--- config.mk ---
export PLATFORM = sky130hd
export DESIGN_NAME = ymodem_block_receiver
export DESIGN_NICKNAME = d
export VERILOG_FILES = /design/src/hdl/ymrx_pkg.sv /design/src/hdl/ymrx_core.sv /design/src/hdl/ymrx_out_buf.sv /design/src/hdl/ymodem_block_receiver.sv
export SDC_FILE = /design/constraint.sdc
export NUM_CORES = 1
export LEC_CHECK = 0
export BUFFER_PORTS_ARGS = -buffer_cell sky130_fd_sc_hd__buf_4
export CAP_MARGIN = 10
export CORE_MARGIN = 5
export CORE_UTILIZATION = 29
export DETAILED_ROUTE_END_ITERATION = 16
export SYNTH_ARGS = -nofsm -noshare
export SYNTH_HDL_FRONTEND = slang
export SYNTH_HIERARCHICAL = 1
export SYNTH_SLANG_ARGS = --single-unit
--- constraint.sdc ---
create_clock -name aclk -period 6.18 [get_ports aclk]
set_input_delay 0.618 -clock aclk [delete_from_list [all_inputs] [get_ports aclk]]
set_output_delay 0.618 -clock aclk [all_outputs]
set_load 0.01 [all_outputs]
--- src/hdl/ymrx_pkg.sv ---
`default_nettype none

package ymrx_pkg;

    localparam int DUP_WINDOW_DEF       = 8;
    localparam int LONG_BLOCK_BYTES_DEF = 1024;
    localparam int SHORT_BLOCK_BYTES    = 128;

    localparam logic [15:0] CRC_POLY = 16'h1021;

    localparam logic OP_BYTE    = 1'b0;
    localparam logic OP_TIMEOUT = 1'b1;

    localparam logic KIND_PAYLOAD = 1'b0;
    localparam logic KIND_VERDICT = 1'b1;

    localparam logic [7:0] CH_SOH = 8'h01;
    localparam logic [7:0] CH_STX = 8'h02;
    localparam logic [7:0] CH_EOT = 8'h04;
    localparam logic [7:0] CH_CAN = 8'h18;

    localparam logic [7:0] RP_NONE = 8'h00;
    localparam logic [7:0] RP_ACK  = 8'h06;
    localparam logic [7:0] RP_NAK  = 8'h15;

    localparam logic [2:0] VD_COMMIT  = 3'd0;
    localparam logic [2:0] VD_DUP     = 3'd1;
    localparam logic [2:0] VD_AHEAD   = 3'd2;
    localparam logic [2:0] VD_BAD     = 3'd3;
    localparam logic [2:0] VD_TIMEOUT = 3'd4;
    localparam logic [2:0] VD_EOT     = 3'd5;
    localparam logic [2:0] VD_DONE    = 3'd6;
    localparam logic [2:0] VD_CANCEL  = 3'd7;

    typedef struct packed {
        logic [7:0] reply;
        logic [2:0] verdict;
        logic       keep;
        logic [7:0] out_byte;
        logic       out_kind;
    } ymrx_result_t;

    function automatic logic [15:0] crc_step(input logic [15:0] crc_in,
                                             input logic [7:0] b);
        logic [15:0] c;
        c = crc_in ^ {b, 8'h00};
        for (int k = 0; k < 8; k++) begin
            if (c[15]) begin
                c = {c[14:0], 1'b0} ^ CRC_POLY;
            end else begin
                c = {c[14:0], 1'b0};
            end
        end
        return c;
    endfunction

endpackage

`default_nettype wire

--- src/hdl/ymrx_core.sv ---
`default_nettype none

module ymrx_core #(
    parameter int DUP_WINDOW       = ymrx_pkg::DUP_WINDOW_DEF,
    parameter int LONG_BLOCK_BYTES = ymrx_pkg::LONG_BLOCK_BYTES_DEF
) (
    input  wire logic                  aclk,
    input  wire logic                  aresetn,
    input  wire logic                  in_valid,
    input  wire logic                  in_opcode,
    input  wire logic [7:0]            in_byte,
    input  wire logic [31:0]           file_size,
    output logic                       res_valid,
    output ymrx_pkg::ymrx_result_t     res
);

    localparam int IDX_W = $clog2(LONG_BLOCK_BYTES);
    localparam int LEN_W = $clog2(LONG_BLOCK_BYTES + 1);
    localparam logic [LEN_W-1:0] LEN_LONG  = LEN_W'(LONG_BLOCK_BYTES);
    localparam logic [LEN_W-1:0] LEN_SHORT = LEN_W'(ymrx_pkg::SHORT_BLOCK_BYTES);
    localparam logic [7:0] DUP_LIMIT = 8'(DUP_WINDOW);

    localparam logic [2:0] PH_HUNT = 3'd0;
    localparam logic [2:0] PH_SEQ  = 3'd1;
    localparam logic [2:0] PH_NSEQ = 3'd2;
    localparam logic [2:0] PH_DATA = 3'd3;
    localparam logic [2:0] PH_CRCH = 3'd4;
    localparam logic [2:0] PH_CRCL = 3'd5;

    logic [2:0]       phase_reg, phase_next;
    logic             long_reg, long_next;
    logic [IDX_W-1:0] idx_reg, idx_next;
    logic [7:0]       seq_reg, seq_next;
    logic [15:0]      crc_reg, crc_next;
    logic [7:0]       crch_reg, crch_next;
    logic [7:0]       exp_reg, exp_next;
    logic [31:0]      bc_reg, bc_next;
    logic             eot_reg, eot_next;

    logic [LEN_W-1:0] len;
    logic [32:0]      pos;
    logic [32:0]      sum;
    logic [LEN_W-1:0] idx_inc;
    logic             do_verdict;
    logic             end_file;
    logic [2:0]       vd;
    logic [7:0]       rp;

    always_comb begin
        len     = long_reg ? LEN_LONG : LEN_SHORT;
        pos     = {1'b0, bc_reg} + 33'(idx_reg);
        sum     = {1'b0, bc_reg} + 33'(len);
        idx_inc = LEN_W'(idx_reg) + LEN_W'(1);

        phase_next = phase_reg;
        long_next  = long_reg;
        idx_next   = idx_reg;
        seq_next   = seq_reg;
        crc_next   = crc_reg;
        crch_next  = crch_reg;
        exp_next   = exp_reg;
        bc_next    = bc_reg;
        eot_next   = eot_reg;

        do_verdict = 1'b0;
        end_file   = 1'b0;
        vd         = ymrx_pkg::VD_COMMIT;
        rp         = ymrx_pkg::RP_NONE;
        res_valid  = 1'b0;
        res        = '0;
        res.out_kind = ymrx_pkg::KIND_VERDICT;

        if (in_opcode == ymrx_pkg::OP_TIMEOUT) begin
            do_verdict = 1'b1;
            vd         = ymrx_pkg::VD_TIMEOUT;
            rp         = ymrx_pkg::RP_NAK;
        end else begin
            case (phase_reg)
                PH_HUNT: begin
                    if (in_byte == ymrx_pkg::CH_SOH || in_byte == ymrx_pkg::CH_STX) begin
                        long_next  = (in_byte == ymrx_pkg::CH_STX);
                        phase_next = PH_SEQ;
                    end else if (in_byte == ymrx_pkg::CH_EOT) begin
                        if (eot_reg) begin
                            do_verdict = 1'b1;
                            vd         = ymrx_pkg::VD_DONE;
                            rp         = ymrx_pkg::RP_ACK;
                        end else begin
                            res_valid   = 1'b1;
                            res.verdict = ymrx_pkg::VD_EOT;
                            res.reply   = ymrx_pkg::RP_NAK;
                            eot_next    = 1'b1;
                        end
                    end else if (in_byte == ymrx_pkg::CH_CAN) begin
                        do_verdict = 1'b1;
                        end_file   = 1'b1;
                        vd         = ymrx_pkg::VD_CANCEL;
                        rp         = ymrx_pkg::RP_NONE;
                    end
                end
                PH_SEQ: begin
                    seq_next   = in_byte;
                    phase_next = PH_NSEQ;
                end
                PH_NSEQ: begin
                    if ((seq_reg ^ in_byte) != 8'hFF) begin
                        do_verdict = 1'b1;
                        vd         = ymrx_pkg::VD_BAD;
                        rp         = ymrx_pkg::RP_NAK;
                    end else begin
                        idx_next   = '0;
                        crc_next   = '0;
                        phase_next = PH_DATA;
                    end
                end
                PH_DATA: begin
                    crc_next     = ymrx_pkg::crc_step(crc_reg, in_byte);
                    res_valid    = 1'b1;
                    res.out_kind = ymrx_pkg::KIND_PAYLOAD;
                    res.out_byte = in_byte;
                    res.keep     = (file_size == 32'd0) || (pos < {1'b0, file_size});
                    if (idx_inc >= len) begin
                        idx_next   = '0;
                        phase_next = PH_CRCH;
                    end else begin
                        idx_next   = idx_inc[IDX_W-1:0];
                    end
                end
                PH_CRCH: begin
                    crch_next  = in_byte;
                    phase_next = PH_CRCL;
                end
                PH_CRCL: begin
                    do_verdict = 1'b1;
                    if ({crch_reg, in_byte} != crc_reg) begin
                        vd = ymrx_pkg::VD_BAD;
                        rp = ymrx_pkg::RP_NAK;
                    end else if (eot_reg) begin
                        vd = ymrx_pkg::VD_DONE;
                        rp = ymrx_pkg::RP_ACK;
                    end else if (seq_reg == exp_reg) begin
                        vd       = ymrx_pkg::VD_COMMIT;
                        rp       = ymrx_pkg::RP_ACK;
                        exp_next = exp_reg + 8'd1;
                        if (file_size != 32'd0) begin
                            if (bc_reg >= file_size) begin
                                bc_next = bc_reg;
                            end else if (sum > {1'b0, file_size}) begin
                                bc_next = file_size;
                            end else begin
                                bc_next = sum[31:0];
                            end
                        end else begin
                            bc_next = sum[32] ? 32'hFFFF_FFFF : sum[31:0];
                        end
                    end else if (8'(exp_reg - seq_reg) <= DUP_LIMIT) begin
                        vd = ymrx_pkg::VD_DUP;
                        rp = ymrx_pkg::RP_ACK;
                    end else begin
                        vd = ymrx_pkg::VD_AHEAD;
                        rp = ymrx_pkg::RP_NAK;
                    end
                end
                default: begin
                    phase_next = PH_HUNT;
                end
            endcase
        end

        if (do_verdict) begin
            phase_next = PH_HUNT;
            if (eot_reg) begin
                end_file = 1'b1;
                vd       = ymrx_pkg::VD_DONE;
                rp       = ymrx_pkg::RP_ACK;
            end
            res_valid    = 1'b1;
            res.out_kind = ymrx_pkg::KIND_VERDICT;
            res.verdict  = vd;
            res.reply    = rp;
        end

        if (end_file) begin
            eot_next = 1'b0;
            exp_next = 8'd1;
            bc_next  = '0;
        end
    end

    always_ff @(posedge aclk) begin
        if (!aresetn) begin
            phase_reg <= PH_HUNT;
            long_reg  <= 1'b0;
            idx_reg   <= '0;
            seq_reg   <= '0;
            crc_reg   <= '0;
            crch_reg  <= '0;
            exp_reg   <= 8'd1;
            bc_reg    <= '0;
            eot_reg   <= 1'b0;
        end else if (in_valid) begin
            phase_reg <= phase_next;
            long_reg  <= long_next;
            idx_reg   <= idx_next;
            seq_reg   <= seq_next;
            crc_reg   <= crc_next;
            crch_reg  <= crch_next;
            exp_reg   <= exp_next;
            bc_reg    <= bc_next;
            eot_reg   <= eot_next;
        end
    end

endmodule

`default_nettype wire

--- src/hdl/ymrx_out_buf.sv ---
`default_nettype none

module ymrx_out_buf (
    input  wire logic                   aclk,
    input  wire logic                   aresetn,
    input  wire logic                   in_valid,
    input  wire ymrx_pkg::ymrx_result_t in_data,
    output logic                        in_ready,
    output logic                        out_valid,
    input  wire logic                   out_ready,
    output ymrx_pkg::ymrx_result_t      out_data
);

    logic                   main_valid_reg;
    logic                   skid_valid_reg;
    ymrx_pkg::ymrx_result_t main_reg;
    ymrx_pkg::ymrx_result_t skid_reg;

    assign in_ready  = !skid_valid_reg;
    assign out_valid = main_valid_reg;
    assign out_data  = main_reg;

    always_ff @(posedge aclk) begin
        if (!aresetn) begin
            main_valid_reg <= 1'b0;
            skid_valid_reg <= 1'b0;
        end else if (skid_valid_reg) begin
            if (out_ready) begin
                main_reg       <= skid_reg;
                skid_valid_reg <= 1'b0;
            end
        end else if (in_valid) begin
            if (!main_valid_reg || out_ready) begin
                main_reg       <= in_data;
                main_valid_reg <= 1'b1;
            end else begin
                skid_reg       <= in_data;
                skid_valid_reg <= 1'b1;
            end
        end else if (out_ready) begin
            main_valid_reg <= 1'b0;
        end
    end

endmodule

`default_nettype wire

--- src/hdl/ymodem_block_receiver.sv ---
// YMODEM data-phase receiver with CRC-16/XMODEM checking.
// Input stream (s_): one word per received line byte or line timeout event.
//   s_tuser selects the event (0 byte, 1 timeout), s_tdata[7:0] is the byte.
// Output stream (m_): one word per payload byte or per block verdict.
//   m_tuser is the kind (0 payload, 1 verdict); m_tdata carries byte, keep,
//   verdict code and the reply byte to send back to the sender.
// Configuration: cfg_valid/cfg_ready/cfg_data writes the declared file size;
//   write it only while the block is idle. cfg_ready is always high.
// Throughput: one input word per cycle while s_tready is high. The receive state
//   machine and the byte-wide CRC update finish in the accepting cycle; each result
//   word is registered in the output buffer before it appears on m_.
// Reset: aresetn low clears the state machine, file size, sequence tracking
//   and empties both output buffer entries; the block then hunts for a lead byte.
// Stall: a two-entry output buffer holds results while m_tready is low;
//   s_tready drops only when both entries are full.
`default_nettype none

module ymodem_block_receiver #(
    parameter int DUP_WINDOW       = ymrx_pkg::DUP_WINDOW_DEF,
    parameter int LONG_BLOCK_BYTES = ymrx_pkg::LONG_BLOCK_BYTES_DEF
) (
    input  wire logic        aclk,
    input  wire logic        aresetn,
    input  wire logic        s_tvalid,
    output logic             s_tready,
    input  wire logic [7:0]  s_tdata,   // rx_byte[7:0]
    input  wire logic        s_tuser,   // opcode
    output logic             m_tvalid,
    input  wire logic        m_tready,
    output logic [23:0]      m_tdata,   // out_byte[7:0], keep, verdict[2:0], reply[7:0]
    output logic             m_tuser,   // out_kind
    input  wire logic        cfg_valid,
    output logic             cfg_ready,
    input  wire logic [31:0] cfg_data
);

    logic                   [31:0] file_size_reg;
    logic                   accept;
    logic                   res_valid;
    ymrx_pkg::ymrx_result_t res;
    ymrx_pkg::ymrx_result_t out_res;

    assign cfg_ready = 1'b1;
    assign accept    = s_tvalid && s_tready;

    always_ff @(posedge aclk) begin
        if (!aresetn) begin
            file_size_reg <= '0;
        end else if (cfg_valid && cfg_ready) begin
            file_size_reg <= cfg_data;
        end
    end

    ymrx_core #(
        .DUP_WINDOW       (DUP_WINDOW),
        .LONG_BLOCK_BYTES (LONG_BLOCK_BYTES)
    ) u_core (
        .aclk      (aclk),
        .aresetn   (aresetn),
        .in_valid  (accept),
        .in_opcode (s_tuser),
        .in_byte   (s_tdata),
        .file_size (file_size_reg),
        .res_valid (res_valid),
        .res       (res)
    );

    ymrx_out_buf u_out_buf (
        .aclk      (aclk),
        .aresetn   (aresetn),
        .in_valid  (accept && res_valid),
        .in_data   (res),
        .in_ready  (s_tready),
        .out_valid (m_tvalid),
        .out_ready (m_tready),
        .out_data  (out_res)
    );

    assign m_tuser = out_res.out_kind;
    assign m_tdata = {4'b0000, out_res.reply, out_res.verdict, out_res.keep, out_res.out_byte};

endmodule

`default_nettype wire

==> flow_summary.json, run 1 <==
{
  "fmax_ghz": 0.192,
  "clk_pin_slew_ns": 0.07,
  "cts_tree": "built",
  "numPortBuffers": 68,
  "crit_type": "reg -> reg",
  "synthArstFlopShare_pct": 0,
  "synth-edff-count": 42,
  "area_delta_synth_final_pct": 12.3,
  "hold_end": "file_size_reg[3]",
  "r2r_cells": 16,
  "finClkSkew_ns": 0.0104,
  "ys.flop_type": "dfxtp_1",
  "wl_per_cell_um": 16.4,
  "grt_pass1_wl_mm": 47.8,
  "arrival_ns": 5.49,
  "grt_antenna_before_repair": 1,
  "worstHoldPathCells": 3,
  "dieHeight_um": 208,
  "status": "finished clean",
  "clock_sinks": 163,
  "fin_crit_sh_pct": 84.1,
  "r2r_start": "u_core/long_reg",
  "rsz0062_at_grt": "false",
  "holdCritStartpoint": "cfg_data[3]",
  "crit_path_start_kind": "flip-flop",
  "fp-row-count": 72,
  "cts_resized": 0,
  "vias": 9202,
  "vias_per_cell": 5.12,
  "p_leak_nw": 5.29,
  "cap_violations": 0,
  "setup_tns_ns": 0,
  "synth_seq_area_share_pct": 32.3,
  "htreeDepth": 4,
  "finalHoldViolCount": 0,
  "drc": 0,
  "endpoint_kind": "flip-flop",
  "grt_remaining_overflow": 0,
  "min_path_type": "in -> reg",
  "clockBufferDepth": 2,
  "dpl.hpwl_mm": 22.2,
  "layout-drive-gt1-share_pct": 12.7,
  "nets": 1426,
  "synthDistinctLibCells": 85,
  "cts_buffers": 17,
  "synthCells": 1237,
  "power_density_nw_per_um2": 192,
  "cts_hold_buf": 0,
  "ys_ff_latch": 163,
  "crit_path_max_fanout": 17,
  "wirelength_mm": 29.6,
  "ir_worst_vdd_v": 0.000123,
  "crit_required_ns": 6.47,
  "ant_nets": 0,
  "timing.rr.end": "u_core/bc_reg[21]",
  "timing.slew.headroom_pct": 40.5,
  "syn_area_um2": 11400,
  "die_area_um2": 43400,
  "post_cts_buffers": 0,
  "r2r_setup_slack_ns": 0.98,
  "design.core.area_um2": 38700,
  "power.total_w": 0.00246,
  "cts-root-buf": "clkbuf_16",
  "worst_slew_pin_slew_ns": 0.885,
  "grt.total_usage_pct": 13.4,
  "finalMaxSlewViolations": 0,
  "drt_iter0_drc": 705,
  "grt_max_degree": 54,
  "yosys_warnings": 6,
  "period_minus_slack_ns": 5.20,
  "die_w_um": 208,
  "dr.pass1.iters": 5,
  "setup_violations": 0,
  "avgSynthCellArea_um2": 9.21,
  "gp_congestion": 0.916,
  "insertion_delay_ns": 0.44,
  "start_util_pct": 29.4,
  "pin_count": 74,
  "grt_pass1_vias": 8773
}
worst max-delay path, cell delays in order, from the launching register on:
cell and delay (ns):
dfxtp_1 0.33, inv_1 0.17, ha_1 0.22, ha_1 0.23
a31oi_1 0.18, or2_2 0.41, or2_2 0.36, nor2_1 0.15
xor2_1 0.10, ha_1 0.32, nand4_1 0.19, nor4_1 0.54
o31ai_1 0.26, a21oi_2 0.54, nand2_1 0.60, o22ai_1 0.35
o2bb2ai_1 0.09
cell usage after synthesis (all sizes together) (31+ instances only):
cell	n	area, µm²
a21oi	70	358
buf	41	330
clkbuf	31	119
dfxtp	121	2420
edfxtp	42	1260
ha	112	1400
inv	57	214
mux2i	52	521
nand2	70	263
nand3	37	190
nor2	102	383
nor2b	44	275
nor3	34	198
o21ai	33	176
xnor2	57	499
xor2	55	482
through the flow:
stage | setup WS, ns | utilization (%) | hold slack, ns | instance area [µm²] | instances
after global routing | 0.683 | 33.0 | 0.440 | 12800 | 1799
after detailed placement | 1.04 | 31.5 | 0.487 | 12200 | 1766
final | 0.981 | 33.0 | 0.443 | 12800 | 1799
after floorplan | 1.86 | - | 0.457 | 11400 | 1243
after global placement | 1.34 | 31.5 | 0.486 | 12200 | 1766
after CTS | 1.05 | 33.0 | 0.427 | 12800 | 1798
kinds of logic after synthesis:
group,count (synthesis),share of synthesized area [%]
other cells,3,0.0988
fa+ha+maj,113,12.5
compound gates,243,14.6
mux,80,7.83
simple gates,394,18.2
buf+inv,129,5.82
xor+xnor,112,8.61
flops,163,32.3
per-layer routing:
metal,vias to the layer above,track usage [%],wire length [µm]
li1,4538,-,-
met1,4382,19.8,14800
met2,249,19.9,12800
met3,33,2.36,1530
met4,0,3.78,447
met5,-,0,0
how the worst max path moves through the flow:
| stage | from | slack (ns) | to | depth (start not counted) |
|---|---|---|---|---|
| 2_1_floorplan | s_tdata[5] | 1.86 | u_out_buf/skid_reg[0] | 10 |
| 3_3_place_gp | u_core/long_reg | 1.34 | u_core/bc_reg[22] | 16 |
| 3_5_place_dp | u_core/long_reg | 1.04 | u_core/bc_reg[23] | 16 |
| 4_1_cts | u_core/long_reg | 1.05 | u_core/bc_reg[19] | 16 |
| 5_1_grt | u_core/bc_reg[10] | 0.68 | u_core/bc_reg[8] | 15 |
| 6_report | u_core/long_reg | 0.98 | u_core/bc_reg[21] | 16 |
final cells by class:
type,instances,area (µm²)
Fill cell,4019,25900
Multi-Input combinational cell,951,7080
Sequential cell,163,3680
Tap cell,518,648
Timing Repair Buffer,77,578
Clock buffer,18,429
Inverter,57,214
Clock inverter,14,161
Antenna cell,1,2.50
cell usage in the layout, fill, tap and decap left out, drive strengths merged, types with 33 or more instances in the layout:
master	count
xor2	55
buf	77
o21ai	33
inv	66
edfxtp	42
nor3	34
dfxtp	121
nand3	37
xnor2	57
nor2b	44
nor2	102
ha	112
nand2	70
mux2i	52
a21oi	70
power by group:
group | switching, W | internal [W] | total [W]
Clock | 0.000498 | 0.000578 | 0.00108
Combinational | 0.000148 | 0.000105 | 0.000253
Sequential | 0.0000218 | 0.00111 | 0.00113
Total | 0.000668 | 0.00179 | 0.00246
Power figures use the tool's default switching activity.
==> inputs of run 2 (changes only) <==
==> constraint.sdc (replaced) <==
create_clock -name aclk -period 4.84 [get_ports aclk]
set_input_delay 0.484 -clock aclk [delete_from_list [all_inputs] [get_ports aclk]]
set_output_delay 0.484 -clock aclk [all_outputs]
set_load 0.01 [all_outputs]
==> run 2 against run 1 <==
Cell count increased by 0.72%. Worst hold slack got worse by 0.14 ns. First-iteration DRC count decreased by 12%. Clock-buffer cell count unchanged. Flip-flop and latch count unchanged. Combinational power increased by 29%. Critical endpoint is now u_core/bc_reg[16].
==> flow_summary.json, run 2 (same netlist as run 1, synthesis figures left out) <==
{
  "status": "finished clean",
  "antenna_cells": 0,
  "grt_max_degree": 53,
  "cts-root-buf": "clkbuf_16",
  "power_density_nw_per_um2": 245,
  "layout-drive-gt1-share_pct": 13.9,
  "setup_tns_ns": 0,
  "design.core.area_um2": 38700,
  "arrival_ns": 4.93,
  "grt_pass1_vias": 9097,
  "dieHeight_um": 208,
  "nets": 1440,
  "post_cts_buffers": 0,
  "insertion_delay_ns": 0.43,
  "numPortBuffers": 68,
  "ant_nets": 0,
  "timing.slew.headroom_pct": 40.4,
  "endpoint_kind": "flip-flop",
  "crit_path_start_kind": "flip-flop",
  "fp-row-count": 72,
  "layout_common_cells": "dfxtp_1 (121), ha_1 (112), nor2_1 (102)",
  "clock_sinks": 163,
  "fin_crit_sh_pct": 94.5,
  "crit_type": "reg -> reg",
  "final_common_cell": "dfxtp_1",
  "grt_util_met2_pct": 20.9,
  "cap_violations": 0,
  "critPathLaunch": "u_core/long_reg",
  "dpl.hpwl_mm": 22.4,
  "worst_slew_pin_slew_ns": 0.887,
  "wl_per_cell_um": 16.5,
  "drt_iter0_drc": 620,
  "setup_slack_ns": 0.268,
  "cts_buffers": 17,
  "crit_path_cell_trace": "inv_1, ha_1, a41oi_1, and2b_1, nand3_1, or2_2, nor3_1, xor2_1, ha_1, nand4_1, nor4_4, nand4_1, a21boi_1, a21oi_4, nand2_1, buf_4, o22ai_1, o2bb2ai_1",
  "setup_violations": 0,
  "crit_required_ns": 5.20,
  "fmax_ghz": 0.219,
  "vias_per_cell": 5.09,
  "busiest_layer": "met2",
  "clk_pin_slew_ns": 0.07,
  "finalHoldViolCount": 0,
  "drc": 0,
  "finClkSkew_ns": 0.0100,
  "period_minus_slack_ns": 4.57,
  "met1_usage_pct": 19.0,
  "gp_congestion": 0.897,
  "rsz0062_at_grt": "false",
  "cts_tree": "built",
  "start_util_pct": 29.4,
  "crit_slowest_cell": "a21boi_1",
  "grt_remaining_overflow": 0,
  "htreeDepth": 4,
  "slowest_delay_ns": 0.46,
  "finalMaxSlewViolations": 0,
  "die_area_um2": 43400,
  "vias": 9215,
  "dr.pass1.iters": 5,
  "crit_path_max_fanout": 15,
  "grt.total_usage_pct": 13.4,
  "grt_antenna_before_repair": 0,
  "post-place-ws_ns": 0.137,
  "p_leak_nw": 5.36,
  "utilization_pct": 33.4,
  "wirelength_mm": 29.8,
  "area_delta_synth_final_pct": 13.7,
  "pin_count": 74,
  "grt_use_met3_pct": 2.44,
  "min_path_type": "in -> reg",
  "grt_pass1_wl_mm": 48.2,
  "die_w_um": 208,
  "ir_worst_vdd_v": 0.000139,
  "holdCritStartpoint": "cfg_data[31]",
  "r2r_start": "u_core/long_reg",
  "clockBufferDepth": 2
}
run 2: cell types whose count changed in the layout (fill, tap and decap cells not counted), sizes merged:
cell	delta
buf	+14
inv	-2
bufinv	+1
clkinv	+1
diode	-1
run 2: per-stage QoR:
| stage | cell area, µm² | cells | power (W) | hold WS, ns |
|---|---|---|---|---|
| after global placement | 12300 | 1780 | 0.00179 | 0.490 |
| after CTS | 12900 | 1812 | 0.00321 | 0.284 |
| final | 13000 | 1812 | 0.00317 | 0.302 |
| after floorplan | 11400 | 1243 | 0.00169 | 0.457 |
| after global routing | 13000 | 1812 | 0.00330 | 0.304 |
| after detailed placement | 12300 | 1780 | 0.00180 | 0.495 |
run 2: power breakdown:
part           switching (W)  total, W  internal, W
Combinational       0.000191  0.000326     0.000135
Clock               0.000619   0.00140     0.000778
Sequential         0.0000277   0.00145      0.00142
Total               0.000837   0.00317      0.00233
run 2: final cells by class:
class	instances	area [µm²]
multi-input combinational	951	7130
clock buffer	18	429
tap	518	648
sequential	163	3680
fill	3988	25800
inverter	57	214
clock inverter	14	168
timing repair buffer	91	683
run 2: final timing paths:
| kind | end | slack, ns | depth (start not counted) |
|---|---|---|---|
| max | u_core/bc_reg[16] | 0.27 | 18 |
| min | file_size_reg[31] | 0.30 | 3 |
| max reg2reg | u_core/bc_reg[16] | 0.27 | 18 |
| min reg2reg | u_core/bc_reg[0] | 0.50 | 2 |
run 2: worst max-delay path, delay by kind of cell (launching register included):
kind	cells	cell delay (ns)
adders and majority gates	2	0.53
DFF	1	0.32
AOI/OAI and AO/OA	5	1.03
buffers and inverters	2	0.39
xor gates and xnor gates	1	0.13
and+or+nand+nor	8	2.10
run 2: repair_timing:
action	in CTS	in global routing
resized for setup	0	7
hold buffers	0	0
setup endpoints to repair	0	28
run 2: per-layer routing:
layer  vias to the layer above  share of wire, %
li1                       4548                 -
met1                      4398                49
met2                       237                44
met3                        32               5.5
met4                         0               1.7
met5                         -                 0
==> inputs of run 3 (changes only) <==
--- a/config.mk
+++ b/config.mk
@@ -9,6 +9,8 @@
 export CAP_MARGIN = 10
 export CORE_MARGIN = 5
 export CORE_UTILIZATION = 29
+export CTS_BUF_LIST = sky130_fd_sc_hd__clkbuf_8
+export CTS_CLUSTER_SIZE = 28
 export DETAILED_ROUTE_END_ITERATION = 16
 export SYNTH_ARGS = -nofsm -noshare
 export SYNTH_HDL_FRONTEND = slang
==> run 3 against run 2 <==
Design area decreased by 1.5%. Critical path depth stayed put. Register-to-register slack improved by 0.02 ns. Cell count about the same. Global-route usage shrank 0.060 points. Core utilization is 0.49 points lower. Worst hold slack lost 0.036 ns. Die area stayed put.
==> flow_summary.json, run 3 (same netlist as run 1, synthesis figures left out) <==
{
  "status": "finished clean",
  "grt_remaining_overflow": 0,
  "vias": 9197,
  "cts-root-buf": "clkbuf_8",
  "fmax_ghz": 0.220,
  "r2r_setup_slack_ns": 0.29,
  "timing.rr.end": "u_core/bc_reg[28]",
  "cts_tree": "built",
  "grt.total_usage_pct": 13.4,
  "crit_path_start_kind": "flip-flop",
  "crit_path_end": "u_core/bc_reg[28]",
  "grt_pass1_vias": 9044,
  "arrival_ns": 4.95,
  "power.clock.fraction_pct": 37.2,
  "grt_antenna_before_repair": 1,
  "drt_iter0_drc": 710,
  "drc": 0,
  "nets": 1440,
  "grt_max_degree": 53,
  "crit_path_max_fanout": 15,
  "insertion_delay_ns": 0.47,
  "clockBufferDepth": 2,
  "grt_pass1_wl_mm": 48.0,
  "r2r_start": "u_core/long_reg",
  "start_util_pct": 29.4,
  "wl_per_cell_um": 16.4,
  "timing.slew.headroom_pct": 39.2,
  "layout.area.seq_um2": 3680,
  "utilization_pct": 32.9,
  "pwr-share-seq_pct": 51.3,
  "pwr-share-comb_pct": 11.5,
  "min_path_type": "in -> reg",
  "layout-drive-gt1-share_pct": 13.9,
  "ir_worst_vdd_v": 0.000139,
  "endpoint_kind": "flip-flop",
  "design.core.area_um2": 38700,
  "dpl.hpwl_mm": 22.4,
  "htreeDepth": 4,
  "pin_count": 74,
  "numPortBuffers": 68,
  "area_delta_synth_final_pct": 12.0,
  "cts_hold_buf": 0,
  "rsz0062_at_grt": "false",
  "finalMaxSlewViolations": 0,
  "swShare_pct": 28.1,
  "ant_nets": 0,
  "finalHoldViolCount": 0,
  "clk_pin_slew_ns": 0.10,
  "cts_buffers": 17,
  "r2r_cells": 18,
  "setup_violations": 0,
  "period_minus_slack_ns": 4.55,
  "finClkSkew_ns": 0.0135,
  "fp-row-count": 72,
  "switchingPower_w": 0.000794,
  "critPathLaunch": "u_core/long_reg",
  "fin_crit_sh_pct": 94.0,
  "die_w_um": 208,
  "power_density_nw_per_um2": 221,
  "p_leak_nw": 5.27,
  "worst_slew_pin_slew_ns": 0.904,
  "layout_common_cells": "dfxtp_1 (121), ha_1 (112), nor2_1 (102)",
  "dr.pass1.iters": 6,
  "n_fill_cell": 4012,
  "crit_type": "reg -> reg",
  "clock_sinks": 163,
  "dieHeight_um": 208,
  "vias_per_cell": 5.07,
  "setup_tns_ns": 0,
  "gp_congestion": 0.897,
  "crit_required_ns": 5.24,
  "p_int_w": 0.00203,
  "multi_input_area_um2": 7130,
  "final_common_cell": "dfxtp_1",
  "cap_violations": 0,
  "wirelength_mm": 29.7,
  "die_area_um2": 43400
}
## run 3: cell count changes in the layout (fill, tap and decap cells not counted)
cell       before  now
clkbuf_16      17    0
clkbuf_8        0   17
clkbuf_1        1    0
diode_2         0    1
inv_1          56   57
## run 3: metal layers
metal | up-vias | GRT usage (%) | wire length [µm]
met4 | 0 | 3.44 | 434
met2 | 232 | 21.0 | 13000
met3 | 29 | 2.67 | 1560
met5 | - | 0 | 0
li1 | 4545 | - | -
met1 | 4391 | 18.9 | 14600
## run 3: area by class of cell
| cell class | instances | area share (%) |
|---|---|---|
| sequential | 163 | 28.9 |
| clock buffer | 17 | 1.83 |
| timing repair buffer | 91 | 5.35 |
| multi-input combinational | 951 | 55.8 |
| tap | 518 | 5.08 |
| clock inverter | 15 | 1.34 |
| inverter | 57 | 1.68 |
| antenna | 1 | 0.0196 |
## run 3: per-stage QoR
step	hold WS (ns)	instances	power, W	setup WS [ns]	cell area [µm²]
2_1_floorplan	0.457	1243	0.00169	0.656	11400
3_3_place_gp	0.490	1780	0.00179	0.239	12300
3_5_place_dp	0.495	1780	0.00180	0.137	12300
4_1_cts	0.238	1812	0.00285	0.119	12700
5_1_grt	0.253	1813	0.00295	0.000393	12800
6_report	0.265	1813	0.00282	0.291	12800
## run 3: power by group through the flow
stage	Clock, W	Combinational [W]	Sequential, W
after floorplan	0	0.000227	0.00147
after global placement	0	0.000317	0.00148
after detailed placement	0	0.000321	0.00148
after CTS	0.00109	0.000322	0.00145
after global routing	0.00114	0.000361	0.00145
final	0.00105	0.000326	0.00145
## run 3: how the worst min path moves through the flow
stage	start	depth (start not counted)	to
global placement	u_out_buf/out_valid	2	u_out_buf/out_valid
detailed placement	u_core/crc_reg[10]	2	u_core/crc_reg[10]
floorplan	u_core/bc_reg[0]	2	u_core/bc_reg[0]
global route	cfg_data[31]	3	file_size_reg[31]
finish	cfg_data[31]	3	file_size_reg[31]
CTS	cfg_data[7]	3	file_size_reg[7]
## run 3: worst max-delay path, cell delays in order, from the launching register on
cell and delay, ns:
dfxtp_1 0.33, inv_1 0.14, ha_1 0.22, a41oi_1 0.14, and2b_1 0.30, nand3_1 0.18, or2_2 0.44, nor3_1 0.25
xor2_1 0.13, ha_1 0.31, nand4_1 0.24, nor4_4 0.38, nand4_1 0.13, a21boi_1 0.42, a21oi_4 0.15, nand2_1 0.18
buf_4 0.27, o22ai_1 0.11, o2bb2ai_1 0.14
## run 3: timing repair
item / in CTS / in global routing
gates resized for setup: 0 / 7
setup buffers: 0 / 0
setup endpoints to repair: 0 / 29
